## config.mk

```make
export PLATFORM = sky130hd
export DESIGN_NAME = dpfr_page_bitmap
export DESIGN_NICKNAME = d
export VERILOG_FILES = /design/src/rtl/core/dpfr_pkg.sv /design/src/rtl/core/dpfr_page_bitmap.sv
export SDC_FILE = /design/constraint.sdc
export NUM_CORES = 2
export LEC_CHECK = 0
export CORE_ASPECT_RATIO = 0.7
export CORE_MARGIN = 1.5
export CORE_UTILIZATION = 57
export CTS_CLUSTER_SIZE = 25
export DETAILED_ROUTE_END_ITERATION = 12
export DONT_BUFFER_PORTS = 1
export PLACE_DENSITY = 0.83
export SETUP_SLACK_MARGIN = 0.1
export SLEW_MARGIN = 20
export SYNTH_ARGS = -nofsm -noshare
export SYNTH_HDL_FRONTEND = slang
export SYNTH_SLANG_ARGS = --single-unit
```

## constraint.sdc

```tcl
create_clock -name clock -period 18.15 [get_ports clock]
set_input_delay 0.9075 -clock clock [delete_from_list [all_inputs] [get_ports clock]]
set_output_delay 0.9075 -clock clock [all_outputs]
set_load 0.1 [all_outputs]
```

## src/rtl/core/dpfr_pkg.sv

```systemverilog
// shared types and constants for the demand page fault resolver
package dpfr_pkg;

   localparam int SEGMENTS          = 8;
   localparam int PAGES_PER_SEGMENT = 256;
   localparam int SEG_IDX_W         = (SEGMENTS > 1) ? $clog2(SEGMENTS) : 1;
   localparam int PAGE_IDX_W        = (PAGES_PER_SEGMENT > 1) ? $clog2(PAGES_PER_SEGMENT) : 1;

   localparam int ADDR_W    = 32;
   localparam int PERM_W    = 3;
   localparam int INDEX_W   = 3;
   localparam int KIND_W    = 2;
   localparam int STATUS_W  = 3;
   localparam int COUNT_W   = 4;
   localparam int SHIFT_W   = 5;

   localparam logic [SHIFT_W-1:0] SHIFT_MIN   = 5'd10;
   localparam logic [SHIFT_W-1:0] SHIFT_MAX   = 5'd16;
   localparam logic [SHIFT_W-1:0] SHIFT_RESET = 5'd12;

   localparam int REQ_DATA_W = 136;
   localparam int RSP_DATA_W = 72;
   localparam int CSR_INDEX_W = 2;
   localparam int CSR_DATA_W  = 5;

   typedef enum logic [CSR_INDEX_W-1:0] {
      CSR_SEGMENT_COUNT = 2'd0,
      CSR_PAGE_SHIFT    = 2'd1
   } csr_index_type;

   typedef enum logic [KIND_W-1:0] {
      KIND_NOT_MAPPED   = 2'd0,
      KIND_ACCESS_ERROR = 2'd1,
      KIND_OTHER        = 2'd2,
      KIND_OTHER_ALT    = 2'd3
   } fault_kind_type;

   typedef enum logic [STATUS_W-1:0] {
      STATUS_MAP_PAGE       = 3'd0,
      STATUS_FATAL_ACCESS   = 3'd1,
      STATUS_FATAL_NO_SEG   = 3'd2,
      STATUS_FATAL_MAPPED   = 3'd3,
      STATUS_FATAL_BEYOND   = 3'd4,
      STATUS_IGNORED        = 3'd5,
      STATUS_ENTRY_WRITTEN  = 3'd6
   } status_type;

   typedef struct packed {
      logic [ADDR_W-1:0] base;
      logic [ADDR_W-1:0] length;
      logic [ADDR_W-1:0] file_offset;
      logic [PERM_W-1:0] permission;
   } seg_entry_type;

   typedef struct packed {
      logic                  hit;
      logic                  beyond;
      logic [PAGE_IDX_W-1:0] page;
      logic [ADDR_W-1:0]     delta;
   } match_type;

endpackage

```

## src/rtl/core/dpfr_page_bitmap.sv

```systemverilog
// mapped-page bitmap, one row of page bits per segment, registered row read
module dpfr_page_bitmap
   import dpfr_pkg::*;
(
   input  logic                         clock,
   input  logic                         wr_en,
   input  logic [SEG_IDX_W-1:0]         wr_idx,
   input  logic [PAGES_PER_SEGMENT-1:0] wr_row,
   input  logic [SEG_IDX_W-1:0]         rd_idx,
   output logic [PAGES_PER_SEGMENT-1:0] rd_row
);

   logic [PAGES_PER_SEGMENT-1:0] row_mem [SEGMENTS];
   logic [PAGES_PER_SEGMENT-1:0] rd_row_ff;

   always_ff @(posedge clock) begin
      if (wr_en) begin
         row_mem[wr_idx] <= wr_row;
      end
      rd_row_ff <= row_mem[rd_idx];
   end

   assign rd_row = rd_row_ff;

endmodule

```

* Word-level counts from Yosys, hierarchy flattened
Memories as Yosys holds them, arrays and structs flattened. A register that Yosys moved wholly into a read port is not among the register bits. Index checks and enable logic that the tools add are counted.
Storage, ports and cells: RAM bits 2048, memories 1, flip-flop bits (word level) 0, input port bits 264, output and inout port bits 256
Memories:
- row_mem | depth 8, width 256, rd ports 1, clocked after memory_dff 1, write ports 1, RTL line dpfr_page_bitmap.sv:13 | logic [PAGES_PER_SEGMENT-1:0] row_mem [SEGMENTS];
Operators by class: multiplexer cells 2
Operators with widths (count):
- $mux 1 | 2

* Logic depth before layout (Yosys ltp)
depth in word-level cells 2, mapped depth 5, mapped depth without buffers 2

* Least setup slack after synthesis
Ideal clock, no wire load.
path type input-to-reg, start in wr_idx[0], end mem row_mem[0][0], enable pin, arrival 18480 ps, required time 16960 ps, path slack -1521 ps, stages 1, library setup time 1190 ps, cells stage by stage nor3_1
RTL lines:
- start, declared | RTL line dpfr_page_bitmap.sv:7 | input logic [SEG_IDX_W-1:0] wr_idx,
- end, declared | RTL line dpfr_page_bitmap.sv:13
No word-level cell before the write port.

==> reports/metrics.yaml <==
layout_commonest_cell: "edfxtp_1"
drt_iter0_drc: 3657
cts_tree: "built"
violations: "slew limit"
numCtsBuffers: 197
syn_to_final_growth_pct: 10.4
timing.hold.ws_ps: 166
final_net_count: 3596
synth_cell_types: 12
hold_viol_final: 0
io_pins: 520
die_height_um: 320
drive_gt1_share_pct: 32.2
drv_cap: 0
finalNonFillerCells: 5390
grt_pass1_vias: 35900
overflow: 0
drtPass1Iterations: 5
synth_nets: 3491
finalSetupTns_ps: 0
cts_resized: 0
synth-seq-cells: 2304
core_mm2: 0.143
rows: 116
required_ps: 18850
rsz0062_at_grt: "no"
grt_pass1_wl_um: 245000
crit_path_end_kind: "flip-flop"
antenna_found_initial: 3
cts_num_sinks: 2304
cts-htree-levels: 4
yosysWarningCount: 0
min_period_ps: 3830
path_clk_slew_ps: 70
ys_seq_area_share_pct: 81.2
clk_latency_ps: 830
cts_root_buffer: "clkbuf_16"
mostFrequentLayoutCells: "2,048 x edfxtp_1, 512 x mux4_2, 256 x mux2_2"
grt_max_degree: 513
min_path_cells: 0
die_area_mm2: 0.146
worstMarginPinSlew_ps: 1690
final.period_utilization_pct: 21.1
power-per-cell-area_mw_per_mm2: 123
synthCells: 3227
dp_cells: 5016
ant_nets: 0
start_util_pct: 57.4
synth.avg_cell_area_um2: 25.4
setup_viol: 0
drc_errors: 0
fmax_mhz: 261
place_congestion: 0.728
fin_skew_ps: 36.4
drt_wl_total_um: 170000
dp_hpwl_um: 84100
slew_headroom_pct: -12.4
slew_viol_final: 93
track_usage_pct: 23.2
ir_drop_uv: 104
cp.arrival_ps: 4530
start_kind: "input pin"
fillers: 8699
worstPathMaxFanout: 109
wire_per_inst_um: 31.4
status: "complete, but fails checks"
io_buffers: 0
finalCoreUtilization_pct: 63.4
r2r_cells: 2
die_w_um: 456
synth_area_mm2: 0.0820
hold_buffers: 0
hold_class: "in2reg"
vias: 34100
leakagePower_nw: 28.6
clockBufferDepth: 3
timing_worst_setup_path_type: "in2reg"
viasPerCell: 6.32
cts_setup_buffers: 0
==> path summary, 6_finish.rpt <==
check                  startpoint              end  slack [ps]
setup / recovery        rd_idx[0]       rd_row[46]       14320
hold / removal        wr_row[253]  row_mem[5][253]         170
setup reg to reg  row_mem[4][124]      rd_row[124]       16750
hold reg to reg   row_mem[6][227]      rd_row[227]         650
==> kinds of logic (layout without fill, tap and decap cells) <==
logic type / Yosys count / in the layout / share of synthesized area [%]
other: 0 / 1 / 0
muxes: 768 / 768 / 17.6
buffers and inverters: 142 / 416 / 1.15
DFF: 2304 / 2304 / 81.2
and+or+nand+nor: 13 / 13 / 0.0717
==> power breakdown <==
part | total, mW | internal (mW) | switching, mW
logic | 0.375 | 0.207 | 0.168
clock network | 4.24 | 2.37 | 1.87
registers | 6.53 | 5.99 | 0.536
total | 11.1 | 8.57 | 2.58
==> cell usage after synthesis <==
| cell | n | area (um^2) |
|---|---|---|
| buf_2 | 10 | 50.1 |
| nor2_1 | 6 | 22.5 |
| edfxtp_1 | 2048 | 61500 |
| nand2b_1 | 3 | 18.8 |
| buf_1 | 42 | 158 |
| nor3_1 | 2 | 10.0 |
| mux4_2 | 512 | 11500 |
| dfxtp_1 | 256 | 5120 |
| nand2_1 | 2 | 7.51 |
| clkbuf_1 | 37 | 139 |
| mux2_2 | 256 | 2880 |
| buf_6 | 53 | 597 |
==> stage by stage <==
step	area [um^2]	setup slack, ps	power, mW
after floorplan	82000	5540	6.95
after detailed placement	83900	13970	6.97
after global placement	83900	13970	6.95
final	90600	14320	11.1
after global routing	90600	13970	11.4
after CTS	90400	14840	11.2
==> routing by layer <==
layer	vias up	GRT usage, %	part of all wire, %
li1	13900	-	-
met1	18300	29.1	37
met2	1602	38.6	51
met3	268	7.03	9.1
met4	2	7.88	3.1
met5	-	0	0.0077
==> final cells by class <==
| class | count | area, um^2 | area share (%) |
|---|---|---|---|
| Clock buffer | 276 | 5660 | 6.24 |
| Sequential cell | 2304 | 66600 | 73.6 |
| Antenna cell | 1 | 2.50 | 0.00276 |
| Tap cell | 1888 | 2360 | 2.61 |
| Timing Repair Buffer | 48 | 498 | 0.550 |
| Multi-Input combinational cell | 781 | 14500 | 16.1 |
| Clock inverter | 92 | 891 | 0.984 |
==> sequential cells by signal, indices dropped and copies added, names as in the netlist <==
name,count
rd_row,256
row_mem,2048
==> worst max-delay path: stages <==
cell and delay, ps:
buf_16 560, buf_16 630, buf_16 520, buf_16 510
mux4_2 610, mux2_2 330
Note: power is estimated with default switching activity, not from simulation.
