File: src/rtl/core/dpfr_pkg.sv
// shared types and constants for the demand page fault resolver
package dpfr_pkg;

   localparam int SEGMENTS          = 8;
   localparam int PAGES_PER_SEGMENT = 256;
   localparam int SEG_IDX_W         = (SEGMENTS > 1) ? $clog2(SEGMENTS) : 1;
   localparam int PAGE_IDX_W        = (PAGES_PER_SEGMENT > 1) ? $clog2(PAGES_PER_SEGMENT) : 1;

   localparam int ADDR_W    = 32;
   localparam int PERM_W    = 3;
   localparam int INDEX_W   = 3;
   localparam int KIND_W    = 2;
   localparam int STATUS_W  = 3;
   localparam int COUNT_W   = 4;
   localparam int SHIFT_W   = 5;

   localparam logic [SHIFT_W-1:0] SHIFT_MIN   = 5'd10;
   localparam logic [SHIFT_W-1:0] SHIFT_MAX   = 5'd16;
   localparam logic [SHIFT_W-1:0] SHIFT_RESET = 5'd12;

   localparam int REQ_DATA_W = 136;
   localparam int RSP_DATA_W = 72;
   localparam int CSR_INDEX_W = 2;
   localparam int CSR_DATA_W  = 5;

   typedef enum logic [CSR_INDEX_W-1:0] {
      CSR_SEGMENT_COUNT = 2'd0,
      CSR_PAGE_SHIFT    = 2'd1
   } csr_index_type;

   typedef enum logic [KIND_W-1:0] {
      KIND_NOT_MAPPED   = 2'd0,
      KIND_ACCESS_ERROR = 2'd1,
      KIND_OTHER        = 2'd2,
      KIND_OTHER_ALT    = 2'd3
   } fault_kind_type;

   typedef enum logic [STATUS_W-1:0] {
      STATUS_MAP_PAGE       = 3'd0,
      STATUS_FATAL_ACCESS   = 3'd1,
      STATUS_FATAL_NO_SEG   = 3'd2,
      STATUS_FATAL_MAPPED   = 3'd3,
      STATUS_FATAL_BEYOND   = 3'd4,
      STATUS_IGNORED        = 3'd5,
      STATUS_ENTRY_WRITTEN  = 3'd6
   } status_type;

   typedef struct packed {
      logic [ADDR_W-1:0] base;
      logic [ADDR_W-1:0] length;
      logic [ADDR_W-1:0] file_offset;
      logic [PERM_W-1:0] permission;
   } seg_entry_type;

   typedef struct packed {
      logic                  hit;
      logic                  beyond;
      logic [PAGE_IDX_W-1:0] page;
      logic [ADDR_W-1:0]     delta;
   } match_type;

endpackage

File: src/rtl/core/dpfr_match_unit.sv
// shared range compare, offset subtract and page shift for one segment entry
module dpfr_match_unit
   import dpfr_pkg::*;
(
   input  logic [ADDR_W-1:0]  address,
   input  seg_entry_type      entry,
   input  logic [SHIFT_W-1:0] shift,
   output match_type          result
);

   logic [ADDR_W:0]   limit;
   logic [ADDR_W-1:0] offset;
   logic [ADDR_W-1:0] page_full;
   logic [ADDR_W-1:0] mask;

   always_comb begin
      // end of segment taken without wrap
      limit     = {1'b0, entry.base} + {1'b0, entry.length};
      offset    = address - entry.base;
      page_full = offset >> shift;
      mask      = {ADDR_W{1'b1}} << shift;
      result.hit    = (address >= entry.base) && ({1'b0, address} < limit);
      result.beyond = (page_full >= ADDR_W'(PAGES_PER_SEGMENT));
      result.page   = page_full[PAGE_IDX_W-1:0];
      result.delta  = offset & mask;
   end

endmodule

File: config.mk
export PLATFORM = sky130hd
export DESIGN_NAME = dpfr_match_unit
export DESIGN_NICKNAME = d
export VERILOG_FILES = /design/src/rtl/core/dpfr_pkg.sv /design/src/rtl/core/dpfr_match_unit.sv
export SDC_FILE = /design/constraint.sdc
export NUM_CORES = 1
export LEC_CHECK = 0
export BUFFER_PORTS_ARGS = -buffer_cell sky130_fd_sc_hd__buf_2
export CAP_MARGIN = 25
export CORE_ASPECT_RATIO = 1.2
export CORE_MARGIN = 5
export CORE_UTILIZATION = 30
export DETAILED_ROUTE_END_ITERATION = 8
export GPL_TIMING_DRIVEN = 0
export PLACE_DENSITY = 0.5
export SLEW_MARGIN = 20
export SYNTH_ARGS = -nofsm -noshare
export SYNTH_HDL_FRONTEND = slang
export SYNTH_SLANG_ARGS = --single-unit
export TNS_END_PERCENT = 30
File: constraint.sdc
create_clock -name vclk -period 6
set_input_delay 0.6 -clock vclk [all_inputs]
set_output_delay 0.6 -clock vclk [all_outputs]
set_load 0.005 [all_outputs]
# [Yosys cells after proc, flatten, opt, wreduce, memory -nomap -nowiden]
# Cells that the tools add are included.
[word_totals] ff_bits=0 out_inout_bits=42
[classes] add_sub_neg=2 n_lt_le_gt_ge=3 n_shift=2 bitwise_logic=1 reduce_logical=1
[ops] cell="32-bit by 32-bit adder with 33-bit output" n=1
[ops] cell="32-bit by 33-bit less-than comparator with 1-bit output" n=1
[ops] cell="32-bit bitwise AND" n=1
[ops] cell="32-bit >= comparator" n=1
[ops] cell="32-bit by 9-bit >= comparator with 1-bit output (second input constant)" n=1
[ops] cell="32-bit by 5-bit left shift with 32-bit output (first input constant)" n=1
[ops] cell="32-bit by 5-bit >> shifter with 32-bit output" n=1
[ops] cell="32-bit subtractor" n=1
[ops] cell="1-bit logical AND" n=1

# [Depth between registers and ports, before layout]
[logic_depth] ltp_word=3 mapped_depth=22

# [Worst setup path before layout]
# OpenSTA, ideal clock, no wires.
[synth_path] kind="input-to-output" startpoint="in entry[35] (netlist bit)" endpoint="out result[41] (netlist bit)" arrival_ns=4.585 t_required_ns=5.400 slack_ns=0.815 stages=22 path_buffers=0 path_cell_list="ha_1 -> fa_1 -> a21o_1 -> a21oi_1 -> o21bai_1 -> a21oi_1 -> o21ai_0 -> a2111oi_0 -> or4_1 -> a31oi_1 -> a21o_1 -> a21oi_1 -> o21ai_0 -> a21oi_1 -> xor2_1 -> ha_1 -> o21ai_0 -> nand2b_1 -> a21oi_1 -> nor2b_1 -> o41ai_1 -> o22a_1"
[synth_lines] element="start, declared" line="dpfr_match_unit.sv:6" rtl="input seg_entry_type entry,"
[synth_lines] element="end, declared" line="dpfr_match_unit.sv:8" rtl="output match_type result"

==> summary.txt <==
Global route
  – Number of global-route vias before repair: 7452
  – Initial antenna violation count: 0
  – GRT overflow: 0
  – Global-route usage over all layers: between 10% and 20%
  – GR Layer Usage met2: 34.3%
  – Met3 Use GR: 1.32%
  – Largest net degree at the start of global routing: 11
  – Most Used Layer, Global Route: met2
  – First-pass GRT wire length: 38.8 mm
  – Met1 usage: 24.9%

Finish
  – FFs & Latches: 0
  – FF/Latch Area: 0 sq um
  – Filler Cells Inserted: 2347
  – Layout cell share with drive strength beyond 1: 21.8%
  – Nets: between 1k and 1.5k
  – # diodes: 0
  – Area grow syn2layout: 18.4%
  – Final Cell Area: between 7000 and 8000 sq um
  – Clkbuf count: 0

Yosys
  – Netlist cell types: 88
  – Mean Syn Cell Area: 7.01 sq um
  – YS warnings: 0
  – Register area share after synthesis: 0%
  – Syn Nets: 1147
  – Post-Synthesis Cells: 914
  – Post-Syn Area: 6410 sq um

Worst setup path
  – Worst setup path start: address[0]
  – Crit Path Max Fanout: 7
  – Worst Path Class, Setup: in -> out
  – Arrival @ worst endpoint: approximately 5200 ps
  – Critical Path Sink Type: output pin
  – Crit start category: input pin
  – Crit path required time: 5400 ps
  – Critical Path Sink: result[40]

Route
  – Post-Route WL: 24.9 mm
  – Via Count: 7499
  – Via density: 5.64
  – WL/cell: 18.7 microns
  – 1st-iter DRT viols: 533
  – Post-route ant nets: 0
  – Drt first pass iters: 5
  – # DRC: 0

STA
  – Tmin final: 5770 ps
  – Setup-failing EPs final: 0
  – RSZ-0062 raised after global routing: true
  – Endpoints failing hold: 0
  – Final worst slack: 230 ps
  – Fmax: 173 MHz
  – Max-slew violation count: 0
  – Max_slew headroom: ~56%
  – Setup_tns: 0 ps
  – Fin crit share: a little over nine tenths
  – Worst slew pin tran: 648 ps
  – Hold slack final: about 1700 ps

Power
  – Clock share of power: 0%
  – Static leakage: ~0.0035 uW
  – Sw Ratio: 58.8%
  – Maximum vdd drop: 0.0409 mV
  – Reg power frac: 0%
  – Gate power share: 100.0%
  – Int Power: 433 uW
  – Switching Power: 618 uW
  – Power Density: 138 nW/um^2

Placed design
  – Post-DP HPWL: 21.4 mm
  – Placed cell area: 7450 sq um
  – Setup WS pre-CTS: -311 ps
  – I/O Buffers: 140
  – Final Wtd Congestion: 1.02

Floorplan
  – DIE HEIGHT: 170 microns
  – Initial core utilization: 30.6%
  – Ports: 178
  – Die width: 143 microns
  – Core area: 21000 sq um
  – Rows: between 50 and 60
  – Die area: around 24000 sq um

Run status
  – Status: completed

Job
  – Max_cap viols: 0

Min path
  – Worst Hold Class: in -> out
## through the flow
stage	std cells	total power (uW)	utilization [%]
global placement	1324	1020	35.5
detailed placement	1324	1010	35.5
CTS	1324	1020	35.6
global route	1330	1160	36.2
finish	1330	1050	36.2
floorplan	914	700	-
## logic make-up (layout without fill, tap and decap cells)
kind of cell / count (synthesis) / count (layout) / share of synthesized area, %
AO/OA/AOI/OAI: 329 / 329 / 35.8
XOR/XNOR: 56 / 56 / 7.65
adder cells (fa/ha/maj): 97 / 97 / 19.2
buffers and inverters: 98 / 244 / 6.17
multiplexers: 47 / 47 / 9.06
AND/OR/NAND/NOR: 287 / 287 / 22.2
## cells in the final DEF, fill, tap and decap left out, drive strengths merged, types with 10 or more instances in the layout
master  Yosys  routed
xnor2      26      26
nand2b     13      13
a21oi      87      87
a211oi     21      21
o21ai      60      60
buf        21     167
inv        48      48
mux2       15      15
nor2       83      83
a21o       39      39
a31oi      10      10
nor2b      13      13
and3       10      10
xor2       30      30
nand2      69      69
clkbuf     28      28
nand3      29      29
nor3       13      13
o211ai     14      14
nand4      15      15
ha         95      95
o21a       16      16
and2       11      11
mux2i      25      25
## worst min-delay path by stage
stage	startpoint	slack, ps	endpoint	depth (start not counted)
3_5_place_dp	shift[4]	1660	result[3]	4
2_1_floorplan	shift[4]	1380	result[3]	2
3_3_place_gp	shift[4]	1670	result[3]	4
4_1_cts	shift[4]	1670	result[3]	4
6_report	entry[67]	1660	result[0]	4
5_1_grt	shift[4]	1680	result[3]	4
## timing repair
| action | 4_1_cts | 5_1_grt |
|---|---|---|
| buffers inserted | 0 | 6 |
| hold buffers | 0 | 0 |
| endpoints found under the setup margin | 1 | 2 |
| pin swaps | 0 | 3 |
| gates resized for setup | 5 | 15 |
## metal layers
layer / part of all wire (%) / routed length [microns]
met2: 48 / 11800
met3: 5.0 / 1240
met5: 0 / 0
met1: 44 / 10800
met4: 3.8 / 945
## critical path, cell delays in order
cell and delay [ps]:
buf_2 90, inv_1 40, ha_1 210, fa_1 390
nand2b_1 230, a211oi_4 440, o211ai_1 170, nand3_1 150
o21ai_0 140, xor2_1 480, mux2i_1 270, nor2_1 170
a211oi_1 80, a221o_1 470, or4b_1 580, nor4b_2 300
o221ai_1 190, buf_2 170
## power groups by stage
stage / Combinational [uW] / Sequential, uW / Clock (uW)
after CTS: 1020 / 0 / 0
after detailed placement: 1010 / 0 / 0
after global routing: 1160 / 0 / 0
after floorplan: 700 / 0 / 0
final: 1050 / 0 / 0
after global placement: 1020 / 0 / 0
## Yosys cell counts, types with 10 or more instances
cell / n / area, sq um
ha_1: 95 / 1190
a21oi_1: 84 / 420
nor2_1: 83 / 312
nand2_1: 69 / 259
o21ai_0: 50 / 250
inv_1: 46 / 173
a21o_1: 37 / 278
xor2_1: 30 / 263
nand3_1: 29 / 145
clkbuf_1: 27 / 101
xnor2_1: 26 / 228
mux2i_1: 25 / 250
a211oi_1: 19 / 143
mux2_2: 15 / 169
nand4_1: 15 / 93.8
o21a_1: 15 / 113
nand2b_1: 13 / 81.3
nor2b_1: 13 / 81.3
nor3_1: 13 / 65.1
buf_2: 12 / 60.1
o211ai_1: 12 / 90.1
a31oi_1: 10 / 62.6
## final cells by class
type,count,area (sq um),share of cell area [%]
multi-input combinational,816,6110,80.5
timing repair buffer,146,746,9.83
tap,270,338,4.45
buffer,49,211,2.79
inverter,49,184,2.42
(Power assumes the default switching activity.)
