--- config.mk ---
export PLATFORM = sky130hd
export DESIGN_NAME = dpfr_seg_table
export DESIGN_NICKNAME = d
export VERILOG_FILES = /design/src/rtl/core/dpfr_pkg.sv /design/src/rtl/core/dpfr_seg_table.sv
export SDC_FILE = /design/constraint.sdc
export NUM_CORES = 1
export LEC_CHECK = 0
export ABC_AREA = 1
export BUFFER_PORTS_ARGS = -buffer_cell sky130_fd_sc_hd__buf_2
export CAP_MARGIN = 30
export CORE_UTILIZATION = 45
export CTS_CLUSTER_DIAMETER = 100
export DETAILED_ROUTE_END_ITERATION = 10
export PLACE_DENSITY = 0.63
export SYNTH_ARGS = -nofsm -noshare
export SYNTH_HDL_FRONTEND = slang
export SYNTH_SLANG_ARGS = --single-unit
--- constraint.sdc ---
create_clock -name clock -period 12.58 [get_ports clock]
set_input_delay 2.516 -clock clock [delete_from_list [all_inputs] [get_ports clock]]
set_output_delay 2.516 -clock clock [all_outputs]
set_load 0.1 [all_outputs]
--- src/rtl/core/dpfr_pkg.sv ---
// shared types and constants for the demand page fault resolver
package dpfr_pkg;

   localparam int SEGMENTS          = 8;
   localparam int PAGES_PER_SEGMENT = 256;
   localparam int SEG_IDX_W         = (SEGMENTS > 1) ? $clog2(SEGMENTS) : 1;
   localparam int PAGE_IDX_W        = (PAGES_PER_SEGMENT > 1) ? $clog2(PAGES_PER_SEGMENT) : 1;

   localparam int ADDR_W    = 32;
   localparam int PERM_W    = 3;
   localparam int INDEX_W   = 3;
   localparam int KIND_W    = 2;
   localparam int STATUS_W  = 3;
   localparam int COUNT_W   = 4;
   localparam int SHIFT_W   = 5;

   localparam logic [SHIFT_W-1:0] SHIFT_MIN   = 5'd10;
   localparam logic [SHIFT_W-1:0] SHIFT_MAX   = 5'd16;
   localparam logic [SHIFT_W-1:0] SHIFT_RESET = 5'd12;

   localparam int REQ_DATA_W = 136;
   localparam int RSP_DATA_W = 72;
   localparam int CSR_INDEX_W = 2;
   localparam int CSR_DATA_W  = 5;

   typedef enum logic [CSR_INDEX_W-1:0] {
      CSR_SEGMENT_COUNT = 2'd0,
      CSR_PAGE_SHIFT    = 2'd1
   } csr_index_type;

   typedef enum logic [KIND_W-1:0] {
      KIND_NOT_MAPPED   = 2'd0,
      KIND_ACCESS_ERROR = 2'd1,
      KIND_OTHER        = 2'd2,
      KIND_OTHER_ALT    = 2'd3
   } fault_kind_type;

   typedef enum logic [STATUS_W-1:0] {
      STATUS_MAP_PAGE       = 3'd0,
      STATUS_FATAL_ACCESS   = 3'd1,
      STATUS_FATAL_NO_SEG   = 3'd2,
      STATUS_FATAL_MAPPED   = 3'd3,
      STATUS_FATAL_BEYOND   = 3'd4,
      STATUS_IGNORED        = 3'd5,
      STATUS_ENTRY_WRITTEN  = 3'd6
   } status_type;

   typedef struct packed {
      logic [ADDR_W-1:0] base;
      logic [ADDR_W-1:0] length;
      logic [ADDR_W-1:0] file_offset;
      logic [PERM_W-1:0] permission;
   } seg_entry_type;

   typedef struct packed {
      logic                  hit;
      logic                  beyond;
      logic [PAGE_IDX_W-1:0] page;
      logic [ADDR_W-1:0]     delta;
   } match_type;

endpackage

--- src/rtl/core/dpfr_seg_table.sv ---
// segment table storage with one write port and a registered read port
module dpfr_seg_table
   import dpfr_pkg::*;
(
   input  logic                 clock,
   input  logic                 wr_en,
   input  logic [SEG_IDX_W-1:0] wr_idx,
   input  seg_entry_type        wr_entry,
   input  logic [SEG_IDX_W-1:0] rd_idx,
   output seg_entry_type        rd_entry
);

   seg_entry_type table_mem [SEGMENTS];
   seg_entry_type rd_entry_ff;

   always_ff @(posedge clock) begin
      if (wr_en) begin
         table_mem[wr_idx] <= wr_entry;
      end
      rd_entry_ff <= table_mem[rd_idx];
   end

   assign rd_entry = rd_entry_ff;

endmodule

# Word-level counts from Yosys, hierarchy flattened
# Memories as Yosys holds them, arrays and structs flattened. A register that Yosys moved wholly into a read port is not among the register bits.
# Cells that the tools add are included.
[classes] n_mux=2
[ops] op="$mux 1" count=2
[word_totals] register_bits=0 ramBits=792 inputBits=107 out_inout_bits=99 wordCells=3 mem_count=1
[mem_list] memory="table_mem" words=8 width=99 rd=1 rd_clocked_by_memory_dff=1 wr=1 line="dpfr_seg_table.sv:13" source="seg_entry_type table_mem [SEGMENTS];"

# Depth between registers and ports, before layout
# Gate-level depths: netlist (run 1).
[logic_depth] ltp_word=2 ltp_mapped=9

# Least setup slack after synthesis (run 1)
# Ideal clock, no wire load.
[synth_timing] path_type="input to register" startpoint="input wr_idx[0]" endpoint="memory table_mem[0][0] in the netlist's numbering, enable pin" setup_ns=0.559 arrival_ns=6.780 slack_ns=5.242 path_stages=3 cell_sequence="inv_1 -> nand2_1 -> nor2_1"
[synth_lines] element="start, declared" line="dpfr_seg_table.sv:7" source="input logic [SEG_IDX_W-1:0] wr_idx,"
[synth_lines] element="end, declared" line="dpfr_seg_table.sv:13"
# Straight into the memory's write port.

==> flow_summary_export.csv, run 1 <==
group,metric,value,unit
critical_path,r2r-start,"table_mem[5][31]",
sta,skew,0.0161,ns
logic_synthesis,synth_top_cell_by_area,"edfxtp_1",
power,clock_power_share,40.3,%
critical_path,timing.rr.end,"rd_entry[31]",
placed_design,gp_congestion,0.713,
power,power_leakage,0.0191,uW
clock_tree,clock_sinks,891,
placed_design,place_hpwl,38200,um
layout,nets,3827,
logic_synthesis,synthArstFlopShare,0,%
logic_synthesis,synth_edf_count,792,
logic_synthesis,synth_flop_cell,"edfxtp_1",
clock_tree,root_buffer,"clkbuf_16",
detailed_routing,dr.first_iter.drc_count,1531,
power,p_sw,1650,uW
layout,area_growth,13.9,%
placed_design,place_area,38400,sq um
power,vdd_drop_max,0.0000949,V
sta,finalSetupTns,0,ns
logic_synthesis,synthCells,3537,
critical_path,crit_path_start_kind,"primary input",
critical_path,rr_worst_depth,6,
sta,rsz0062_at_grt,"no",
critical_path,r2r_setup_slack,11.57,ns
sta,hold_viol_final,0,
placed_design,port_buffers,205,
power,powerDensity,161,nW/um^2
sta,finalCritPeriodShare,36.8,%
sta,slew_viol_final,0,
grt,grt_max_degree,218,
layout,final_layout_size_suffix_gt1_share,10.0,%
clock_tree,cts-buffers-inserted,95,
grt,antenna_found_initial,15,
sta,maxClockFrequency,216,MHz
detailed_routing,drt-total-wl,79500,um
grt,gr-total-overflow,0,
power,swShare,24.6,%
logic_synthesis,synth.area.top_cells,"edfxtp_1 (65%), nand2_1 (13%), inv_1 (8.2%)",
clock_tree,clkLatencyLatePin,0.64,ns
clock_tree,cts_max_path_buffers,3,
logic_synthesis,syn_nets,3644,
sta,worstMarginPinSlew,1.01,ns
detailed_routing,firstDrtPassIters,5,
floorplan,dieArea,82300,sq um
critical_path,critPathKind,"primary input to flip-flop",
floorplan,start_util,45.4,%
power,seq_power_share,50.3,%
power,combPwrFrac,9.4,%
hold_path,min_from,"table_mem[0][56]",
layout,multi_input_area,6930,sq um
clock_tree,cts_tree,"built",
power,p_int,5060,uW
detailed_routing,vias,22600,
clock_tree,cts_hold_buf,0,
layout,final_area,41600,sq um
floorplan,ios,206,
sta,relSlewSlack,32.5,%
critical_path,arrival,5.18,ns
detailed_routing,drc_errors,0,
hold_path,worstHoldPathType,"flip-flop to flip-flop",
clock_tree,cts_setup_buffers,0,
critical_path,worstPathMaxFanout,129,
clock_tree,ctsResizeCount,0,
grt,grt_use_total,19.5,%
floorplan,coreArea,80400,sq um
detailed_routing,avgViaCountPerCell,4.65,
outcome,status,"finished, final reports clean",
sta,period_needed,4.63,ns
grt,grt_pass1_vias,21700,
detailed_routing,post_drt_wl_per_cell,16.3,um
clock_tree,htree_levels,3,
sta,finalSetupViolations,0,
layout,regArea,25800,sq um
logic_synthesis,synth_top_area_share,65.1,%
floorplan,die_h,287,um
floorplan,die_w,287,um
logic_synthesis,yosys-top-cells-count,"nand2_1 (1,293), inv_1 (795), edfxtp_1 (792)",
hold_path,holdPathEnd,"rd_entry[56]",
logic_synthesis,yosysWarnings,0,
hold_path,worstHoldPathCells,6,
logic_synthesis,yosysMostFrequentCell,"nand2_1",
grt,grt_pass1_wl,123000,um
layout,fillers,7078,
logic_synthesis,netlist_area,36500,sq um
critical_path,cp-end-kind,"flip-flop",
logic_synthesis,synth-seq-area-share,70.6,%
floorplan,placementRows,104,
clock_tree,path_clk_slew,0.06,ns
logic_synthesis,ys_ff_latch,891,
logic_synthesis,syn_avg_cell_area,10.3,sq um
logic_synthesis,synth_cell_type_count,13,
job,drv_cap,0,
critical_path,crit_required,13.13,ns
detailed_routing,ant_nets,0,
==> flip-flops by register name, indices dropped and copies added (netlist names) <==
name	cells
table_mem	792
rd_entry	99
==> layout make-up <==
class	instances	area share, %
clock buffers	136	6.43
well taps	1060	3.19
multi-input cells	1697	16.7
flip-flops and latches	891	62.0
inverters	798	7.26
diodes	7	0.0421
repair buffers	237	3.58
clock inverters	43	0.894
==> per-stage QoR <==
step	utilization, %	total power [uW]	hold slack [ns]	instances	setup slack (ns)
global route	51.7	6950	0.664	4865	7.75
finish	51.7	6710	0.612	4869	7.95
CTS	51.6	6780	0.625	4859	7.18
floorplan	-	3910	0.587	3537	5.24
detailed placement	47.8	4080	0.612	4680	6.50
global placement	47.6	4070	0.604	4674	6.59
==> worst max-delay path, stage by stage <==
cell	delay, ns
clkbuf_8	0.33
inv_8	0.86
buf_4	0.91
nand3_1	0.15
nand2_1	0.09
nand2_1	0.05
nand2_1	0.16
==> power groups by stage <==
stage / logic, uW / registers (uW) / clock network, uW
global placement: 628 / 3440 / 0
CTS: 640 / 3380 / 2770
finish: 634 / 3380 / 2700
global route: 690 / 3380 / 2880
floorplan: 234 / 3680 / 0
detailed placement: 638 / 3440 / 0
==> per-layer routing <==
| layer | GRT usage (%) | vias up | wire length (um) |
|---|---|---|---|
| met5 | 0 | - | 136 |
| met4 | 5.17 | 20 | 1330 |
| met3 | 3.63 | 114 | 4760 |
| met2 | 31.8 | 531 | 37100 |
| met1 | 26.9 | 10600 | 36300 |
| li1 | - | 11400 | - |
==> logic make-up (layout without fill, tap and decap cells) <==
group         after synthesis  in the layout  synth area share (%)
buf+inv                   949           1214                  10.6
flops                     891            891                  70.6
other cells                 0              7                     0
simple gates             1697           1697                  18.8
==> how the worst max path moves through the flow <==
stage	start	end	slack (ns)	cells past startpoint
floorplan	wr_idx[0]	table_mem[0][0]	5.24	3
global placement	rd_idx[0]	rd_entry[73]	6.59	9
detailed placement	rd_idx[0]	rd_entry[70]	6.50	9
CTS	rd_idx[0]	rd_entry[70]	7.18	9
global route	rd_idx[1]	rd_entry[33]	7.75	7
finish	rd_idx[1]	rd_entry[3]	7.95	7
==> cells in the final DEF (no fill, tap or decap) <==
cell	netlist	layout
clkbuf_8	0	9
diode_2	0	7
dfxtp_1	99	99
buf_2	69	202
clkinv_2	0	17
clkinv_4	0	1
clkbuf_16	0	98
inv_1	795	795
nor2_4	0	8
clkinv_8	0	2
inv_4	2	1
buf_12	0	5
clkinvlp_4	0	1
bufinv_16	0	6
buf_8	0	1
nand2_1	1293	1293
buf_4	32	21
nand3_1	396	396
clkinv_1	0	15
clkbuf_1	21	30
edfxtp_1	792	792
buf_16	0	7
inv_6	0	2
inv_8	0	1
No activity file was read; power rests on OpenSTA's default activity.
==> run 2, diff against run 1 <==
Settings changed: PLACE_DENSITY 0.63 to 0.65.
Clock period 12.58 ns to 3.8 ns, I/O delays scaled along.
==> run 2 against run 1 <==
Hold slack worse by 0.23 ns. Clock skew increased by 0.0096 ns. Worst setup slack lost 6.5 ns. First-iteration DRC count fell by 2.7%. Global-route usage shrank 0.13 points. Combinational power grew to 3.3 times the previous value. Cell count fell by 0.14%.
==> flow_summary_export.csv, run 2 (same netlist as run 1, synthesis figures left out) <==
group,metric,value,unit
layout,fillers,6967,
critical_path,path_cells,"buf_2",
sta,rsz0062_at_grt,"no",
detailed_routing,avgViaCountPerCell,4.68,
critical_path,timing.rr.end,"rd_entry[3]",
power,power_leakage,0.0191,uW
sta,relSlewSlack,31.8,%
placed_design,gp_congestion,0.716,
job,drv_cap,0,
placed_design,place_hpwl,39200,um
sta,finalCritPeriodShare,61.4,%
critical_path,critPathKind,"flip-flop to output pin",
detailed_routing,dr.first_iter.drc_count,1489,
grt,grt_pass1_wl,122000,um
critical_path,timing.critical_path.buf_inv,1,
grt,grt_max_degree,187,
sta,skew,0.0258,ns
clock_tree,cts_tree,"built",
detailed_routing,drt-total-wl,78900,um
grt,antenna_found_initial,20,
floorplan,ios,206,
layout,final_cell_mix,"nand2_1 (1,293), inv_1 (795), edfxtp_1 (792), nand3_1 (396), buf_2 (202)",
layout,final_layout_size_suffix_gt1_share,10.2,%
layout,final_area,41700,sq um
critical_path,critical_path.startpoint,"rd_entry[2]",
clock_tree,root_buffer,"clkbuf_16",
hold_path,worstHoldPathType,"primary input to flip-flop",
critical_path,r2r-start,"table_mem[3][3]",
detailed_routing,vias,22800,
layout,nets,3827,
power,vdd_drop_max,0.000334,V
layout,finalNonFillerCells,4862,
placed_design,dp.cells,4686,
layout,final_common_cell,"nand2_1",
outcome,status,"finished, final reports clean",
detailed_routing,drc_errors,0,
placed_design,dp_slack,1.30,ns
detailed_routing,firstDrtPassIters,5,
critical_path,worstPathMaxFanout,1,
detailed_routing,post_drt_wl_per_cell,16.2,um
critical_path,cp-end-kind,"output pin",
critical_path,cp_top_family,"buffers and inverters",
sta,slew_viol_final,0,
layout,largest-register,"table_mem",
critical_path,r2r_setup_slack,2.86,ns
layout,largest_reg_flops,792,
floorplan,die_h,287,um
clock_tree,cts-buffers-inserted,92,
clock_tree,cts_max_path_buffers,3,
critical_path,rr_worst_depth,6,
power,powerDensity,531,nW/um^2
critical_path,crit_path_start_kind,"flip-flop",
critical_path,crit_required,3.04,ns
clock_tree,htree_levels,3,
grt,grt_pass1_vias,22000,
placed_design,place_area,38700,sq um
sta,hold_viol_final,0,
floorplan,coreArea,80400,sq um
critical_path,arrival,1.57,ns
floorplan,die_w,287,um
grt,grt_use_total,19.4,%
floorplan,dieArea,82300,sq um
placed_design,port_buffers,205,
hold_path,worstHoldPathCells,1,
floorplan,start_util,45.4,%
grt,gr-total-overflow,0,
clock_tree,clock_sinks,891,
critical_path,slowest_stage,"buf_2",
clock_tree,cts_hold_buf,0,
sta,worstMarginPinSlew,1.02,ns
clock_tree,path_clk_slew,0.06,ns
sta,period_needed,2.33,ns
sta,setup_ws,1.47,ns
sta,finalSetupViolations,0,
hold_path,min_from,"wr_entry[20]",
detailed_routing,ant_nets,0,
clock_tree,cts_setup_buffers,0,
clock_tree,ctsResizeCount,0,
hold_path,holdPathEnd,"table_mem[7][20]",
floorplan,placementRows,104,
critical_path,slowest_delay,0.48,ns
clock_tree,clkLatencyLatePin,0.64,ns
layout,area_growth,14.1,%
sta,maxClockFrequency,428,MHz
[run 2: report_power, final]
group          switching, uW  internal, uW
logic                   1680           416
clock network           3640          5200
registers                118         11100
[run 2: per-layer routing]
| metal | wire length (um) | vias up | GRT usage [%] | share of wire, % |
|---|---|---|---|---|
| li1 | - | 11300 | - | - |
| met1 | 35000 | 10800 | 25.6 | 44 |
| met2 | 38000 | 462 | 32.8 | 48 |
| met3 | 4420 | 126 | 3.60 | 5.6 |
| met4 | 1340 | 24 | 5.47 | 1.7 |
| met5 | 156 | - | 0 | 0.20 |
[run 2: cell type report]
| cell class | count | area, sq um | area share [%] |
|---|---|---|---|
| multi-input combinational | 1697 | 6930 | 16.6 |
| timing repair buffer | 240 | 1640 | 3.92 |
| tap | 1060 | 1330 | 3.18 |
| clock buffer | 128 | 2570 | 6.17 |
| antenna | 7 | 17.5 | 0.0420 |
| sequential | 891 | 25800 | 61.8 |
| clock inverter | 41 | 413 | 0.991 |
| inverter | 798 | 3020 | 7.24 |
[run 2: stage by stage]
step                hold WS (ns)  power (uW)  util, %  setup TNS (ns)
CTS                        0.341       22300     51.8               0
finish                     0.380       22100     51.8               0
detailed placement         0.608       13500     48.1               0
global placement           0.602       13500     48.1               0
floorplan                  0.587       12900        -         -102.76
global route               0.363       22900     51.8               0
[run 2: worst max-delay path by stage]
stage	endpoint	slack (ns)	cells past startpoint
final	rd_entry[2]	1.47	1
after CTS	rd_entry[57]	1.43	1
after global routing	rd_entry[2]	1.46	1
after floorplan	table_mem[0][0]	-0.16	3
after global placement	table_mem[3][93]	1.33	4
after detailed placement	table_mem[3][93]	1.30	4
